### src/caf_pkg.sv
`timescale 1ns / 1ps
// ----------------------------------------------------------------------------
// caf_pkg
// Types, constants and the arctangent table of the attitude filter.
// ----------------------------------------------------------------------------
package caf_pkg;

  localparam int ANGLE_FRAC_BITS = 16;
  localparam int CORDIC_STEPS    = 18;
  localparam int ZSCALE_BITS     = 24;
  localparam int CW              = 62;  // cordic vector width
  localparam int ZW              = 36;  // cordic angle accumulator width
  localparam int AW              = 27;  // accelerometer angle width
  localparam int IW              = 30;  // gyro increment width

  localparam logic [1:0] CFG_SAMPLE_PERIOD = 2'd0;
  localparam logic [1:0] CFG_GYRO_SENS     = 2'd1;
  localparam logic [1:0] CFG_BLEND_GAIN    = 2'd2;

  localparam logic signed [35:0] HALF_TURN    = 36'sd180 <<< ANGLE_FRAC_BITS;
  localparam logic signed [35:0] FULL_TURN    = 36'sd360 <<< ANGLE_FRAC_BITS;
  localparam logic signed [35:0] QUARTER_TURN = 36'sd90 <<< ANGLE_FRAC_BITS;
  localparam logic signed [35:0] YAW_MAX      = 36'sd2147483647;
  localparam logic signed [35:0] YAW_MIN      = -36'sd2147483648;
  localparam logic signed [ZW-1:0] Z_HALF     = 36'sd180 <<< ZSCALE_BITS;

  typedef struct packed {
    logic signed [15:0] accel_x;
    logic signed [15:0] accel_y;
    logic signed [15:0] accel_z;
    logic signed [15:0] rate_x;
    logic signed [15:0] rate_y;
    logic signed [15:0] rate_z;
  } caf_item_t;

  typedef struct packed {
    logic      valid;
    caf_item_t item;
  } caf_queue_t;

  typedef struct packed {
    logic               start;
    logic signed [33:0] x;
    logic signed [33:0] y;
  } caf_cordic_req_t;

  typedef struct packed {
    logic                 done;
    logic signed [AW-1:0] angle;
  } caf_cordic_rsp_t;

  typedef enum logic [3:0] {
    S_IDLE,
    S_SQ,
    S_SQRT,
    S_CR,
    S_CP,
    S_MUL,
    S_DIV,
    S_BLEND,
    S_DONE
  } caf_state_t;

  // atan(2^-i) in degrees, 24 fraction bits
  function automatic logic signed [ZW-1:0] caf_atan(input logic [4:0] idx);
    case (idx)
      5'd0:    caf_atan = 36'sd754974720;
      5'd1:    caf_atan = 36'sd445687602;
      5'd2:    caf_atan = 36'sd235489088;
      5'd3:    caf_atan = 36'sd119537938;
      5'd4:    caf_atan = 36'sd60000934;
      5'd5:    caf_atan = 36'sd30029717;
      5'd6:    caf_atan = 36'sd15018523;
      5'd7:    caf_atan = 36'sd7509720;
      5'd8:    caf_atan = 36'sd3754917;
      5'd9:    caf_atan = 36'sd1877466;
      5'd10:   caf_atan = 36'sd938734;
      5'd11:   caf_atan = 36'sd469367;
      5'd12:   caf_atan = 36'sd234684;
      5'd13:   caf_atan = 36'sd117342;
      5'd14:   caf_atan = 36'sd58671;
      5'd15:   caf_atan = 36'sd29335;
      5'd16:   caf_atan = 36'sd14668;
      5'd17:   caf_atan = 36'sd7334;
      5'd18:   caf_atan = 36'sd3667;
      5'd19:   caf_atan = 36'sd1833;
      5'd20:   caf_atan = 36'sd917;
      5'd21:   caf_atan = 36'sd458;
      5'd22:   caf_atan = 36'sd229;
      5'd23:   caf_atan = 36'sd115;
      default: caf_atan = 36'sd0;
    endcase
  endfunction

endpackage

### src/caf_in_if.sv
`timescale 1ns / 1ps
// ----------------------------------------------------------------------------
// caf_in_if
// Sample channel: raw accelerometer and gyroscope counts.
// ----------------------------------------------------------------------------
interface caf_in_if;
  logic               valid;
  logic               ready;
  logic signed [15:0] accel_x;
  logic signed [15:0] accel_y;
  logic signed [15:0] accel_z;
  logic signed [15:0] rate_x;
  logic signed [15:0] rate_y;
  logic signed [15:0] rate_z;

  modport source (output valid, accel_x, accel_y, accel_z, rate_x, rate_y, rate_z,
                  input ready);
  modport sink (input valid, accel_x, accel_y, accel_z, rate_x, rate_y, rate_z,
                output ready);
endinterface

### src/caf_out_if.sv
`timescale 1ns / 1ps
// ----------------------------------------------------------------------------
// caf_out_if
// Result channel: roll, pitch and yaw angles.
// ----------------------------------------------------------------------------
interface caf_out_if;
  logic               valid;
  logic               ready;
  logic signed [24:0] roll_out;
  logic signed [23:0] pitch_out;
  logic signed [31:0] yaw_out;

  modport source (output valid, roll_out, pitch_out, yaw_out, input ready);
  modport sink (input valid, roll_out, pitch_out, yaw_out, output ready);
endinterface

### src/complementary_attitude_filter.sv
`timescale 1ns / 1ps
// ----------------------------------------------------------------------------
// complementary_attitude_filter
// Roll, pitch and yaw from raw accelerometer and gyroscope counts.
//
//   channel   direction  transaction
//   in_ch     sink       six raw 16-bit sample counts
//   out_ch    source     roll_out, pitch_out, yaw_out
//   cfg_*     input      write of sample period, sensitivity, blend gain
//
// one transaction runs from queue pop to result register through the
// 32-step square root, two passes of the cordic unit and three 29-step
// gyro divisions on one shared divider
// synchronous active-low reset clears the angles and loads default settings
// a sample queue takes input until full while the sequencer or output stalls
// ----------------------------------------------------------------------------
module complementary_attitude_filter
  import caf_pkg::*;
#(
  parameter int QUEUE_DEPTH = 2
) (
  input  logic        clk,
  input  logic        rst_n,
  caf_in_if.sink      in_ch,
  caf_out_if.source   out_ch,
  input  logic        cfg_we,
  input  logic [1:0]  cfg_index,
  input  logic [16:0] cfg_data
);

  caf_queue_t q_head;
  logic       q_pop;

  caf_front #(
    .DEPTH (QUEUE_DEPTH)
  ) u_front (
    .clk   (clk),
    .rst_n (rst_n),
    .in_ch (in_ch),
    .pop   (q_pop),
    .head  (q_head)
  );

  caf_back u_back (
    .clk       (clk),
    .rst_n     (rst_n),
    .cfg_we    (cfg_we),
    .cfg_index (cfg_index),
    .cfg_data  (cfg_data),
    .q_head    (q_head),
    .q_pop     (q_pop),
    .out_ch    (out_ch)
  );

endmodule

### src/caf_front.sv
`timescale 1ns / 1ps
// ----------------------------------------------------------------------------
// caf_front
// Sample queue between the input channel and the compute sequencer.
// ----------------------------------------------------------------------------
module caf_front
  import caf_pkg::*;
#(
  parameter int DEPTH = 2
) (
  input  logic       clk,
  input  logic       rst_n,
  caf_in_if.sink     in_ch,
  input  logic       pop,
  output caf_queue_t head
);

  localparam int PW = (DEPTH > 1) ? $clog2(DEPTH) : 1;
  localparam int NW = $clog2(DEPTH + 1);

  caf_item_t         mem [DEPTH];
  logic [PW-1:0]     wr_r, rd_r;
  logic [NW-1:0]     cnt_r;
  logic              push;
  caf_item_t         item_in;

  assign in_ch.ready = (cnt_r != NW'(DEPTH));
  assign push        = in_ch.valid && in_ch.ready;
  assign head.valid  = (cnt_r != '0);
  assign head.item   = mem[rd_r];

  always_comb begin
    item_in.accel_x = in_ch.accel_x;
    item_in.accel_y = in_ch.accel_y;
    item_in.accel_z = in_ch.accel_z;
    item_in.rate_x  = in_ch.rate_x;
    item_in.rate_y  = in_ch.rate_y;
    item_in.rate_z  = in_ch.rate_z;
  end

  always_ff @(posedge clk) begin
    if (push) begin
      mem[wr_r] <= item_in;
    end
  end

  always_ff @(posedge clk) begin
    if (!rst_n) begin
      wr_r  <= '0;
      rd_r  <= '0;
      cnt_r <= '0;
    end else begin
      if (push) begin
        wr_r <= (wr_r == PW'(DEPTH - 1)) ? '0 : wr_r + 1'b1;
      end
      if (pop) begin
        rd_r <= (rd_r == PW'(DEPTH - 1)) ? '0 : rd_r + 1'b1;
      end
      if (push && !pop) begin
        cnt_r <= cnt_r + 1'b1;
      end else if (pop && !push) begin
        cnt_r <= cnt_r - 1'b1;
      end
    end
  end

endmodule

### src/caf_cordic.sv
`timescale 1ns / 1ps
// ----------------------------------------------------------------------------
// caf_cordic
// Iterative vectoring cordic: atan2(y, x) in degrees, one step per cycle.
// ----------------------------------------------------------------------------
module caf_cordic
  import caf_pkg::*;
(
  input  logic            clk,
  input  logic            rst_n,
  input  caf_cordic_req_t req,
  output caf_cordic_rsp_t rsp
);

  logic                 busy_r, done_r, zero_r;
  logic [4:0]           i_r;
  logic signed [CW-1:0] x_r, y_r, xs, ys, x_in, y_in;
  logic signed [ZW-1:0] z_r, z_rnd;

  assign xs    = x_r >>> i_r;
  assign ys    = y_r >>> i_r;
  assign x_in  = CW'(req.x) <<< ZSCALE_BITS;
  assign y_in  = CW'(req.y) <<< ZSCALE_BITS;
  assign z_rnd = (z_r + (ZW'(1) <<< (ZSCALE_BITS - ANGLE_FRAC_BITS - 1)))
                 >>> (ZSCALE_BITS - ANGLE_FRAC_BITS);

  assign rsp.done  = done_r;
  assign rsp.angle = zero_r ? '0 : AW'(z_rnd);

  always_ff @(posedge clk) begin
    if (!rst_n) begin
      busy_r <= 1'b0;
      done_r <= 1'b0;
      i_r    <= '0;
    end else begin
      done_r <= 1'b0;
      if (req.start) begin
        busy_r <= 1'b1;
        i_r    <= '0;
      end else if (busy_r) begin
        i_r <= i_r + 1'b1;
        if (i_r == 5'(CORDIC_STEPS - 1)) begin
          busy_r <= 1'b0;
          done_r <= 1'b1;
        end
      end
    end
  end

  always_ff @(posedge clk) begin
    if (req.start) begin
      zero_r <= (req.x == '0) && (req.y == '0);
      if (req.x < 0) begin
        x_r <= -x_in;
        y_r <= -y_in;
        z_r <= (req.y >= 0) ? Z_HALF : -Z_HALF;
      end else begin
        x_r <= x_in;
        y_r <= y_in;
        z_r <= '0;
      end
    end else if (busy_r) begin
      if (!y_r[CW-1]) begin
        x_r <= x_r + ys;
        y_r <= y_r - xs;
        z_r <= z_r + caf_atan(i_r);
      end else begin
        x_r <= x_r - ys;
        y_r <= y_r + xs;
        z_r <= z_r - caf_atan(i_r);
      end
    end
  end

endmodule

### src/caf_back.sv
`timescale 1ns / 1ps
// ----------------------------------------------------------------------------
// caf_back
// Sequencer: square root, two cordic angles, gyro integration, blending.
// ----------------------------------------------------------------------------
module caf_back
  import caf_pkg::*;
(
  input  logic        clk,
  input  logic        rst_n,
  input  logic        cfg_we,
  input  logic [1:0]  cfg_index,
  input  logic [16:0] cfg_data,
  input  caf_queue_t  q_head,
  output logic        q_pop,
  caf_out_if.source   out_ch
);

  caf_state_t           state_r, state_nxt;
  logic [5:0]           cnt_r;
  logic [1:0]           ax_r;
  caf_item_t            item_r;
  logic [15:0]          sp_r, sens_r, sens_eff;
  logic [16:0]          gain_r, gain_eff;
  logic [31:0]          sqsh_r, root_r;
  logic [32:0]          rem_r;
  logic [34:0]          sq_tmp, sq_trial;
  logic                 sq_ge;
  logic signed [AW-1:0] tilt_roll_r, tilt_pitch_r, acc_sel;
  logic                 neg_r;
  logic [28:0]          dvd_r;
  logic [15:0]          drem_r;
  logic [16:0]          d_tmp;
  logic                 d_ge;
  logic [31:0]          mag;
  logic [32:0]          num_abs;
  logic [48:0]          big;
  logic signed [IW-1:0] inc;
  logic signed [33:0]   angle_sel, gyro_r, d_r;
  logic signed [35:0]   blend_r, wrapped, roll_fin, pitch_fin, yaw_fin, gyro_x;
  logic signed [15:0]   rate_sel;
  logic signed [33:0]   mul_a;
  logic signed [17:0]   mul_b;
  logic signed [51:0]   prod, blend_sum;
  logic signed [24:0]   roll_r, roll_new_r;
  logic signed [23:0]   pitch_r, pitch_new_r;
  logic signed [31:0]   yaw_r, yaw_new_r;
  logic                 out_valid_r, can_load, start_r;
  logic signed [33:0]   req_x_r, req_y_r;
  caf_cordic_req_t      creq;
  caf_cordic_rsp_t      crsp;

  caf_cordic u_cordic (
    .clk   (clk),
    .rst_n (rst_n),
    .req   (creq),
    .rsp   (crsp)
  );

  assign creq.start = start_r;
  assign creq.x     = req_x_r;
  assign creq.y     = req_y_r;

  assign out_ch.valid = out_valid_r;
  assign can_load     = !out_valid_r || out_ch.ready;

  assign sens_eff = (sens_r == '0) ? 16'd1 : sens_r;
  assign gain_eff = (gain_r > 17'd65536) ? 17'd65536 : gain_r;

  always_comb begin
    case (ax_r)
      2'd0: begin
        rate_sel  = item_r.rate_x;
        angle_sel = 34'(roll_r);
        acc_sel   = tilt_roll_r;
      end
      2'd1: begin
        rate_sel  = item_r.rate_y;
        angle_sel = 34'(pitch_r);
        acc_sel   = tilt_pitch_r;
      end
      default: begin
        rate_sel  = item_r.rate_z;
        angle_sel = 34'(yaw_r);
        acc_sel   = tilt_pitch_r;
      end
    endcase
  end

  // shared multiplier
  always_comb begin
    case (state_r)
      S_SQ: begin
        mul_a = cnt_r[0] ? 34'(item_r.accel_z) : 34'(item_r.accel_y);
        mul_b = cnt_r[0] ? 18'(item_r.accel_z) : 18'(item_r.accel_y);
      end
      S_MUL: begin
        mul_a = 34'(rate_sel);
        mul_b = $signed({2'b00, sp_r});
      end
      S_BLEND: begin
        mul_a = d_r;
        mul_b = $signed({1'b0, gain_eff});
      end
      default: begin
        mul_a = '0;
        mul_b = '0;
      end
    endcase
  end
  assign prod = mul_a * mul_b;

  // square root and divider steps
  assign sq_tmp   = {rem_r, sqsh_r[31:30]};
  assign sq_trial = {1'b0, root_r, 2'b01};
  assign sq_ge    = (sq_tmp >= sq_trial);
  assign d_tmp    = {drem_r, dvd_r[28]};
  assign d_ge     = (d_tmp >= {1'b0, sens_eff});

  assign num_abs = prod[32] ? 33'(-prod[32:0]) : prod[32:0];
  assign mag     = num_abs[31:0];
  assign big     = {1'b0, mag, 16'b0} + {14'b0, sens_eff, 19'b0};
  assign inc     = neg_r ? -$signed({1'b0, dvd_r}) : $signed({1'b0, dvd_r});

  assign blend_sum = (52'(acc_sel) <<< 16) + prod + 52'sd32768;

  // wrap, clamp and saturate
  always_comb begin
    if (blend_r > HALF_TURN) begin
      wrapped = blend_r - FULL_TURN;
    end else if (blend_r < -HALF_TURN) begin
      wrapped = blend_r + FULL_TURN;
    end else begin
      wrapped = blend_r;
    end
    if (wrapped > HALF_TURN) begin
      roll_fin = HALF_TURN;
    end else if (wrapped < -HALF_TURN) begin
      roll_fin = -HALF_TURN;
    end else begin
      roll_fin = wrapped;
    end
    if (blend_r > QUARTER_TURN) begin
      pitch_fin = QUARTER_TURN;
    end else if (blend_r < -QUARTER_TURN) begin
      pitch_fin = -QUARTER_TURN;
    end else begin
      pitch_fin = blend_r;
    end
    gyro_x = 36'(gyro_r);
    if (gyro_x > YAW_MAX) begin
      yaw_fin = YAW_MAX;
    end else if (gyro_x < YAW_MIN) begin
      yaw_fin = YAW_MIN;
    end else begin
      yaw_fin = gyro_x;
    end
  end

  always_comb begin
    state_nxt = state_r;
    q_pop     = 1'b0;
    case (state_r)
      S_IDLE: begin
        if (q_head.valid) begin
          q_pop     = 1'b1;
          state_nxt = S_SQ;
        end
      end
      S_SQ: begin
        if (cnt_r == 6'd1) begin
          state_nxt = S_SQRT;
        end
      end
      S_SQRT: begin
        if (cnt_r == 6'd31) begin
          state_nxt = S_CR;
        end
      end
      S_CR: begin
        if (crsp.done) begin
          state_nxt = S_CP;
        end
      end
      S_CP: begin
        if (crsp.done) begin
          state_nxt = S_MUL;
        end
      end
      S_MUL: begin
        state_nxt = S_DIV;
      end
      S_DIV: begin
        if (cnt_r == 6'd28) begin
          state_nxt = S_BLEND;
        end
      end
      S_BLEND: begin
        if (cnt_r == 6'd2) begin
          state_nxt = (ax_r == 2'd2) ? S_DONE : S_MUL;
        end
      end
      S_DONE: begin
        if (can_load) begin
          state_nxt = S_IDLE;
        end
      end
      default: state_nxt = S_IDLE;
    endcase
  end

  always_ff @(posedge clk) begin
    if (!rst_n) begin
      state_r     <= S_IDLE;
      cnt_r       <= '0;
      ax_r        <= '0;
      start_r     <= 1'b0;
      out_valid_r <= 1'b0;
      sp_r        <= 16'd5243;
      sens_r      <= 16'd131;
      gain_r      <= 17'd64225;
      roll_r      <= '0;
      pitch_r     <= '0;
      yaw_r       <= '0;
    end else begin
      state_r <= state_nxt;
      cnt_r   <= (state_nxt != state_r) ? '0 : cnt_r + 1'b1;
      start_r <= ((state_r == S_SQRT) && (state_nxt == S_CR)) ||
                 ((state_r == S_CR) && (state_nxt == S_CP));
      if (state_r == S_IDLE) begin
        ax_r <= '0;
      end else if ((state_r == S_BLEND) && (state_nxt != S_BLEND)) begin
        ax_r <= ax_r + 1'b1;
      end
      if ((state_r == S_DONE) && can_load) begin
        out_valid_r <= 1'b1;
        roll_r      <= roll_new_r;
        pitch_r     <= pitch_new_r;
        yaw_r       <= yaw_new_r;
      end else if (out_ch.ready) begin
        out_valid_r <= 1'b0;
      end
      if (cfg_we) begin
        case (cfg_index)
          CFG_SAMPLE_PERIOD: sp_r   <= cfg_data[15:0];
          CFG_GYRO_SENS:     sens_r <= cfg_data[15:0];
          CFG_BLEND_GAIN:    gain_r <= cfg_data;
          default: ;
        endcase
      end
    end
  end

  always_ff @(posedge clk) begin
    case (state_r)
      S_IDLE: begin
        item_r <= q_head.item;
      end
      S_SQ: begin
        if (cnt_r[0]) begin
          sqsh_r <= sqsh_r + 32'(prod);
          rem_r  <= '0;
          root_r <= '0;
        end else begin
          sqsh_r <= 32'(prod);
        end
      end
      S_SQRT: begin
        rem_r   <= sq_ge ? 33'(sq_tmp - sq_trial) : sq_tmp[32:0];
        root_r  <= {root_r[30:0], sq_ge};
        sqsh_r  <= {sqsh_r[29:0], 2'b00};
        req_x_r <= 34'(item_r.accel_z) <<< 16;
        req_y_r <= 34'(item_r.accel_y) <<< 16;
      end
      S_CR: begin
        tilt_roll_r <= crsp.angle;
        req_x_r     <= $signed({2'b00, root_r});
        req_y_r     <= -(34'(item_r.accel_x) <<< 16);
      end
      S_CP: begin
        tilt_pitch_r <= crsp.angle;
      end
      S_MUL: begin
        neg_r  <= prod[32];
        dvd_r  <= big[48:20];
        drem_r <= '0;
      end
      S_DIV: begin
        drem_r <= d_ge ? 16'(d_tmp - {1'b0, sens_eff}) : d_tmp[15:0];
        dvd_r  <= {dvd_r[27:0], d_ge};
      end
      S_BLEND: begin
        case (cnt_r[1:0])
          2'd0: begin
            gyro_r <= angle_sel + 34'(inc);
            d_r    <= angle_sel + 34'(inc) - 34'(acc_sel);
          end
          2'd1: begin
            blend_r <= 36'(blend_sum >>> 16);
          end
          default: begin
            case (ax_r)
              2'd0:    roll_new_r  <= 25'(roll_fin);
              2'd1:    pitch_new_r <= 24'(pitch_fin);
              default: yaw_new_r   <= 32'(yaw_fin);
            endcase
          end
        endcase
      end
      S_DONE: begin
        if (can_load) begin
          out_ch.roll_out  <= roll_new_r;
          out_ch.pitch_out <= pitch_new_r;
          out_ch.yaw_out   <= yaw_new_r;
        end
      end
      default: ;
    endcase
  end

endmodule
### src/flat_wrapper.sv
// flat-port wrapper written by rule: the top's interface ports become plain ports
module complementary_attitude_filter_flat import caf_pkg::*;
#(
  parameter int QUEUE_DEPTH = 2
)
  (clk, rst_n, cfg_we, cfg_index, cfg_data, in_ch_valid, in_ch_accel_x, in_ch_accel_y, in_ch_accel_z, in_ch_rate_x, in_ch_rate_y, in_ch_rate_z, in_ch_ready, out_ch_valid, out_ch_roll_out, out_ch_pitch_out, out_ch_yaw_out, out_ch_ready);
  caf_in_if in_ch_i ();
  caf_out_if out_ch_i ();
  input  logic clk;
  input  logic rst_n;
  input  logic cfg_we;
  input  logic [1:0] cfg_index;
  input  logic [16:0] cfg_data;
  input wire logic [$bits(in_ch_i.valid)-1:0] in_ch_valid;
  input wire logic [$bits(in_ch_i.accel_x)-1:0] in_ch_accel_x;
  input wire logic [$bits(in_ch_i.accel_y)-1:0] in_ch_accel_y;
  input wire logic [$bits(in_ch_i.accel_z)-1:0] in_ch_accel_z;
  input wire logic [$bits(in_ch_i.rate_x)-1:0] in_ch_rate_x;
  input wire logic [$bits(in_ch_i.rate_y)-1:0] in_ch_rate_y;
  input wire logic [$bits(in_ch_i.rate_z)-1:0] in_ch_rate_z;
  output wire logic [$bits(in_ch_i.ready)-1:0] in_ch_ready;
  output wire logic [$bits(out_ch_i.valid)-1:0] out_ch_valid;
  output wire logic [$bits(out_ch_i.roll_out)-1:0] out_ch_roll_out;
  output wire logic [$bits(out_ch_i.pitch_out)-1:0] out_ch_pitch_out;
  output wire logic [$bits(out_ch_i.yaw_out)-1:0] out_ch_yaw_out;
  input wire logic [$bits(out_ch_i.ready)-1:0] out_ch_ready;
  assign in_ch_i.valid = in_ch_valid;
  assign in_ch_i.accel_x = in_ch_accel_x;
  assign in_ch_i.accel_y = in_ch_accel_y;
  assign in_ch_i.accel_z = in_ch_accel_z;
  assign in_ch_i.rate_x = in_ch_rate_x;
  assign in_ch_i.rate_y = in_ch_rate_y;
  assign in_ch_i.rate_z = in_ch_rate_z;
  assign in_ch_ready = in_ch_i.ready;
  assign out_ch_valid = out_ch_i.valid;
  assign out_ch_roll_out = out_ch_i.roll_out;
  assign out_ch_pitch_out = out_ch_i.pitch_out;
  assign out_ch_yaw_out = out_ch_i.yaw_out;
  assign out_ch_i.ready = out_ch_ready;
  complementary_attitude_filter #(.QUEUE_DEPTH(QUEUE_DEPTH)) u_core (.clk(clk), .rst_n(rst_n), .in_ch(in_ch_i), .out_ch(out_ch_i), .cfg_we(cfg_we), .cfg_index(cfg_index), .cfg_data(cfg_data));
endmodule
### config.mk
export PLATFORM = sky130hd
export DESIGN_NAME = complementary_attitude_filter_flat
export DESIGN_NICKNAME = d
export VERILOG_FILES = /design/src/caf_pkg.sv /design/src/caf_in_if.sv /design/src/caf_out_if.sv /design/src/complementary_attitude_filter.sv /design/src/caf_front.sv /design/src/caf_cordic.sv /design/src/caf_back.sv /design/src/flat_wrapper.sv
export SDC_FILE = /design/constraint.sdc
export NUM_CORES = 2
export LEC_CHECK = 0
export BUFFER_PORTS_ARGS = -buffer_cell sky130_fd_sc_hd__buf_2
export CAP_MARGIN = 30
export CORE_MARGIN = 5
export CORE_UTILIZATION = 55
export CTS_CLUSTER_SIZE = 14
export DETAILED_ROUTE_END_ITERATION = 8
export PLACE_DENSITY = 0.71
export SKIP_LAST_GASP = 1
export SYNTH_ARGS = -nofsm -noshare
export SYNTH_HDL_FRONTEND = slang
export SYNTH_HIERARCHICAL = 1
export SYNTH_SLANG_ARGS = --single-unit
### constraint.sdc
create_clock -name clk -period 12.51 [get_ports clk]
set_input_delay 2.502 -clock clk [delete_from_list [all_inputs] [get_ports clk]]
set_output_delay 2.502 -clock clk [all_outputs]
set_load 0.01 [all_outputs]
==> flow_summary.yaml <==
critical_path:
  r2r_setup_slack_ns: 0.66
  reg2reg_from: "u_core/u_back/state_r[0]"
  crit_top_cell: "fa_1"
  critPathMaxStageDelay_ns: 0.62
  critPathMaxFanout: 38
  required_ns: 13.03
  cp-startpoint: "u_core/u_back/state_r[0]"
  cp.arrival_ns: 12.37
  path_class: "flop to flop"
  rr_endpoint: "u_core/u_back/blend_r[35]"
  crit_path_end_kind: "flop"
  cp-start-kind: "flop"
  reg2reg_depth: 41
  cp_slowest_cell: "or4b_2"
  critPathTopFamily: "adder cells"
  crit_buf_inv: 7
yosys:
  syn-mean-instance-area_um2: 9.617
  syn_area_um2: 100400
  yosysSeqAreaShare: 0.3247
  synth.distinct_cells: 120
  ys.flop_type: "edfxtp_1"
  synth-edff-count: 962
  ys_warn_count: 6
  synth_cells: 10442
  synth_async_sr_flop_share: 0
  yosys_register_bits: 1148
timing:
  slew_viol_final: 0
  fin_skew_ns: 0.04020
  fmax_mhz: 84.39
  period_needed_ns: 11.85
  setup_viol: 0
  finalHoldViolations: 0
  period_share: 0.9473
  setup_tns_ns: 0
  slew_headroom: 0.1999
  rsz0062_at_grt: "no"
  tightest_slew_ns: 1.200
power_and_ir_drop:
  switchingPower_w: 0.008189
  clock_power_share: 0.198
  p_seq_frac: 0.271
  finalPower_w: 0.01932
  combPwrFrac: 0.531
  power.density_nw_per_um2: 178.7
  swShare: 0.4239
  leakagePower_nw: 44.04
  p_int_w: 0.01113
  ir_drop_uv: 191.4
route:
  drc: 0
  drtIter0Drc: 9789
  wl_per_cell_um: 24.76
  vias_per_cell: 6.281
  firstDrtPassIters: 7
  finalWirelength_mm: 321.1
  ant_nets: 0
  vias: 81446
die:
  ios: 203
  start_util: 0.5544
  rows: 156
  die_w_um: 437.3
  die_h_um: 437.3
  coreArea_um2: 181100
  die_area_um2: 191200
cts:
  cts.sinks: 1148
  clk_pin_slew_ns: 0.06
  clk_path_buf_depth: 3
  numCtsBuffers: 132
  clockRootBuffer: "clkbuf_16"
  htreeDepth: 4
  cts_hold_buf: 0
  clk_latency_ns: 0.79
  cts_tree: "built"
worst_hold_path:
  min_path_type: "flop to flop"
  min_to: "u_core/u_back/out_ch.roll_out[23]"
  whs_path_depth: 0
  hp-start: "u_core/u_back/roll_new_r[23]"
place:
  portBuffers: 202
  finalWeightedCongestion: 1.021
  hpwl_mm: 248.3
final_layout:
  layout-drive-gt1-share: 0.1025
  final_common_cell: "nand2_1"
  num-nets-final: 11716
  syn_to_final_growth_pct: 7.639
  final_cell_mix: "nand2_1 (1327), nor2_1 (973), edfxtp_1 (962)"
  n_fill_cell: 15484
job:
  max-cap-violations: 0
global_route:
  grt_usage: 0.3279
  grt_pass1_wl_mm: 484.1
  grt_pass1_vias: 78692
  grt_max_degree: 138
  grt-ovfl-total: 0
  antenna_found_initial: 15
run_status:
  status: "completed"
cell type report:
class                           count  area (µm²)  area share
Antenna cell                        6       15.01   0.0001389
Clock buffer                      165        3540     0.03275
Clock inverter                     72       703.2    0.006505
Inverter                          850        3201     0.02961
Multi-Input combinational cell   7989       62690      0.5799
Sequential cell                  1148       32640      0.3019
Tap cell                         2370        2965     0.02743
Timing Repair Buffer              368        2346     0.02170
through the flow:
| step | cell area [µm²] | std cells | utilization | hold WS (ns) | setup WS [ns] |
|---|---|---|---|---|---|
| 3_3_place_gp | 103700 | 12717 | 0.5726 | 0.4339 | 0.7711 |
| 6_report | 108100 | 12968 | 0.5968 | 0.4499 | 0.6596 |
| 4_1_cts | 108000 | 12958 | 0.5964 | 0.4478 | 0.5510 |
| 3_5_place_dp | 103800 | 12721 | 0.5730 | 0.4314 | 0.5558 |
| 2_1_floorplan | 100700 | 10513 | - | 0.4262 | 0.9791 |
| 5_1_grt | 108100 | 12963 | 0.5967 | 0.4473 | 0.01655 |
metal layers:
layer  up-vias  GRT usage  part of all wire
met5         -          0           0.00045
met4        10    0.09207             0.031
met3       540    0.08248              0.11
met2      4095     0.4871              0.43
met1     40016     0.4783              0.43
li1      36785          -                 -
flip-flops by register name, summed over array words and instances (netlist names), 34 cells and up, named ones only:
name	count
u_core/u_back/blend_r	36
u_core/u_back/d_r	34
u_core/u_back/gyro_r	34
u_core/u_back/item_r	96
u_core/u_back/u_cordic/x_r	62
u_core/u_back/u_cordic/y_r	62
u_core/u_back/u_cordic/z_r	35
u_core/u_front/mem	192
worst max path at each step:
stage	endpoint	slack [ns]	depth (start not counted)
final	u_core/u_back/blend_r[35]	0.66	41
after CTS	u_core/u_back/dvd_r[17]	0.55	39
after global routing	u_core/u_back/blend_r[34]	0.02	42
after floorplan	u_core/u_back/cnt_r[2]	0.98	8
after detailed placement	u_core/u_back/dvd_r[17]	0.56	39
after global placement	u_core/u_back/dvd_r[17]	0.77	40
cell usage after synthesis, types with 52 or more instances:
cell type     n  area (µm²)
nand2_1    1329        4989
nor2_1      976        3664
edfxtp_1    962       28890
inv_1       841        3157
fa_1        595       11910
a21oi_1     565        2828
ha_1        512        6406
o21ai_0     454        2272
xnor2_1     428        3749
clkbuf_1    367        1378
xor2_1      232        2032
mux2i_1     221        2212
a21o_1      220        1652
dfxtp_1     186        3724
mux4_2      160        3603
mux2_2      158        1779
nand3_1     138       690.7
nor3_1      138       690.7
a21boi_0    130       975.9
nand2b_1    111       694.4
and2_1       93       581.8
and3_1       87       544.3
nor2b_1      87       544.3
a31oi_1      85       531.8
o21a_1       82       615.6
nand4_1      79       494.2
o31ai_1      73       548.0
a22oi_1      71       533.0
o21bai_1     63       473.0
or3_1        54       337.8
a211oi_1     53       397.9
buf_1        52       195.2
buf_2        52       260.3
cell families (layout without fill, tap and decap cells):
kind of cell,Yosys count,in the layout,synth area share
and+or+nand+nor,3333,3334,0.1506
muxes,595,595,0.08381
DFF,1148,1148,0.3247
other,2,79,0.00007478
buffers and inverters,1377,1455,0.05608
AOI/OAI and AO/OA,2217,2217,0.1442
adders and majority gates,1108,1108,0.1825
xor gates and xnor gates,662,662,0.05796
repair_timing:
| item | CTS | global route |
|---|---|---|
| endpoints found under the setup margin | 0 | 7 |
| buffers inserted | 0 | 0 |
| resized for setup | 0 | 2 |
power by group through the flow:
stage | Clock [W] | Sequential, W | Combinational, W
final | 0.00383 | 0.00524 | 0.0103
after global routing | 0.00407 | 0.00527 | 0.0112
after detailed placement | 0 | 0.00531 | 0.0100
after floorplan | 0 | 0.00521 | 0.00719
after global placement | 0 | 0.00530 | 0.00976
after CTS | 0.00390 | 0.00524 | 0.0101
Power figures use the tool's default switching activity.
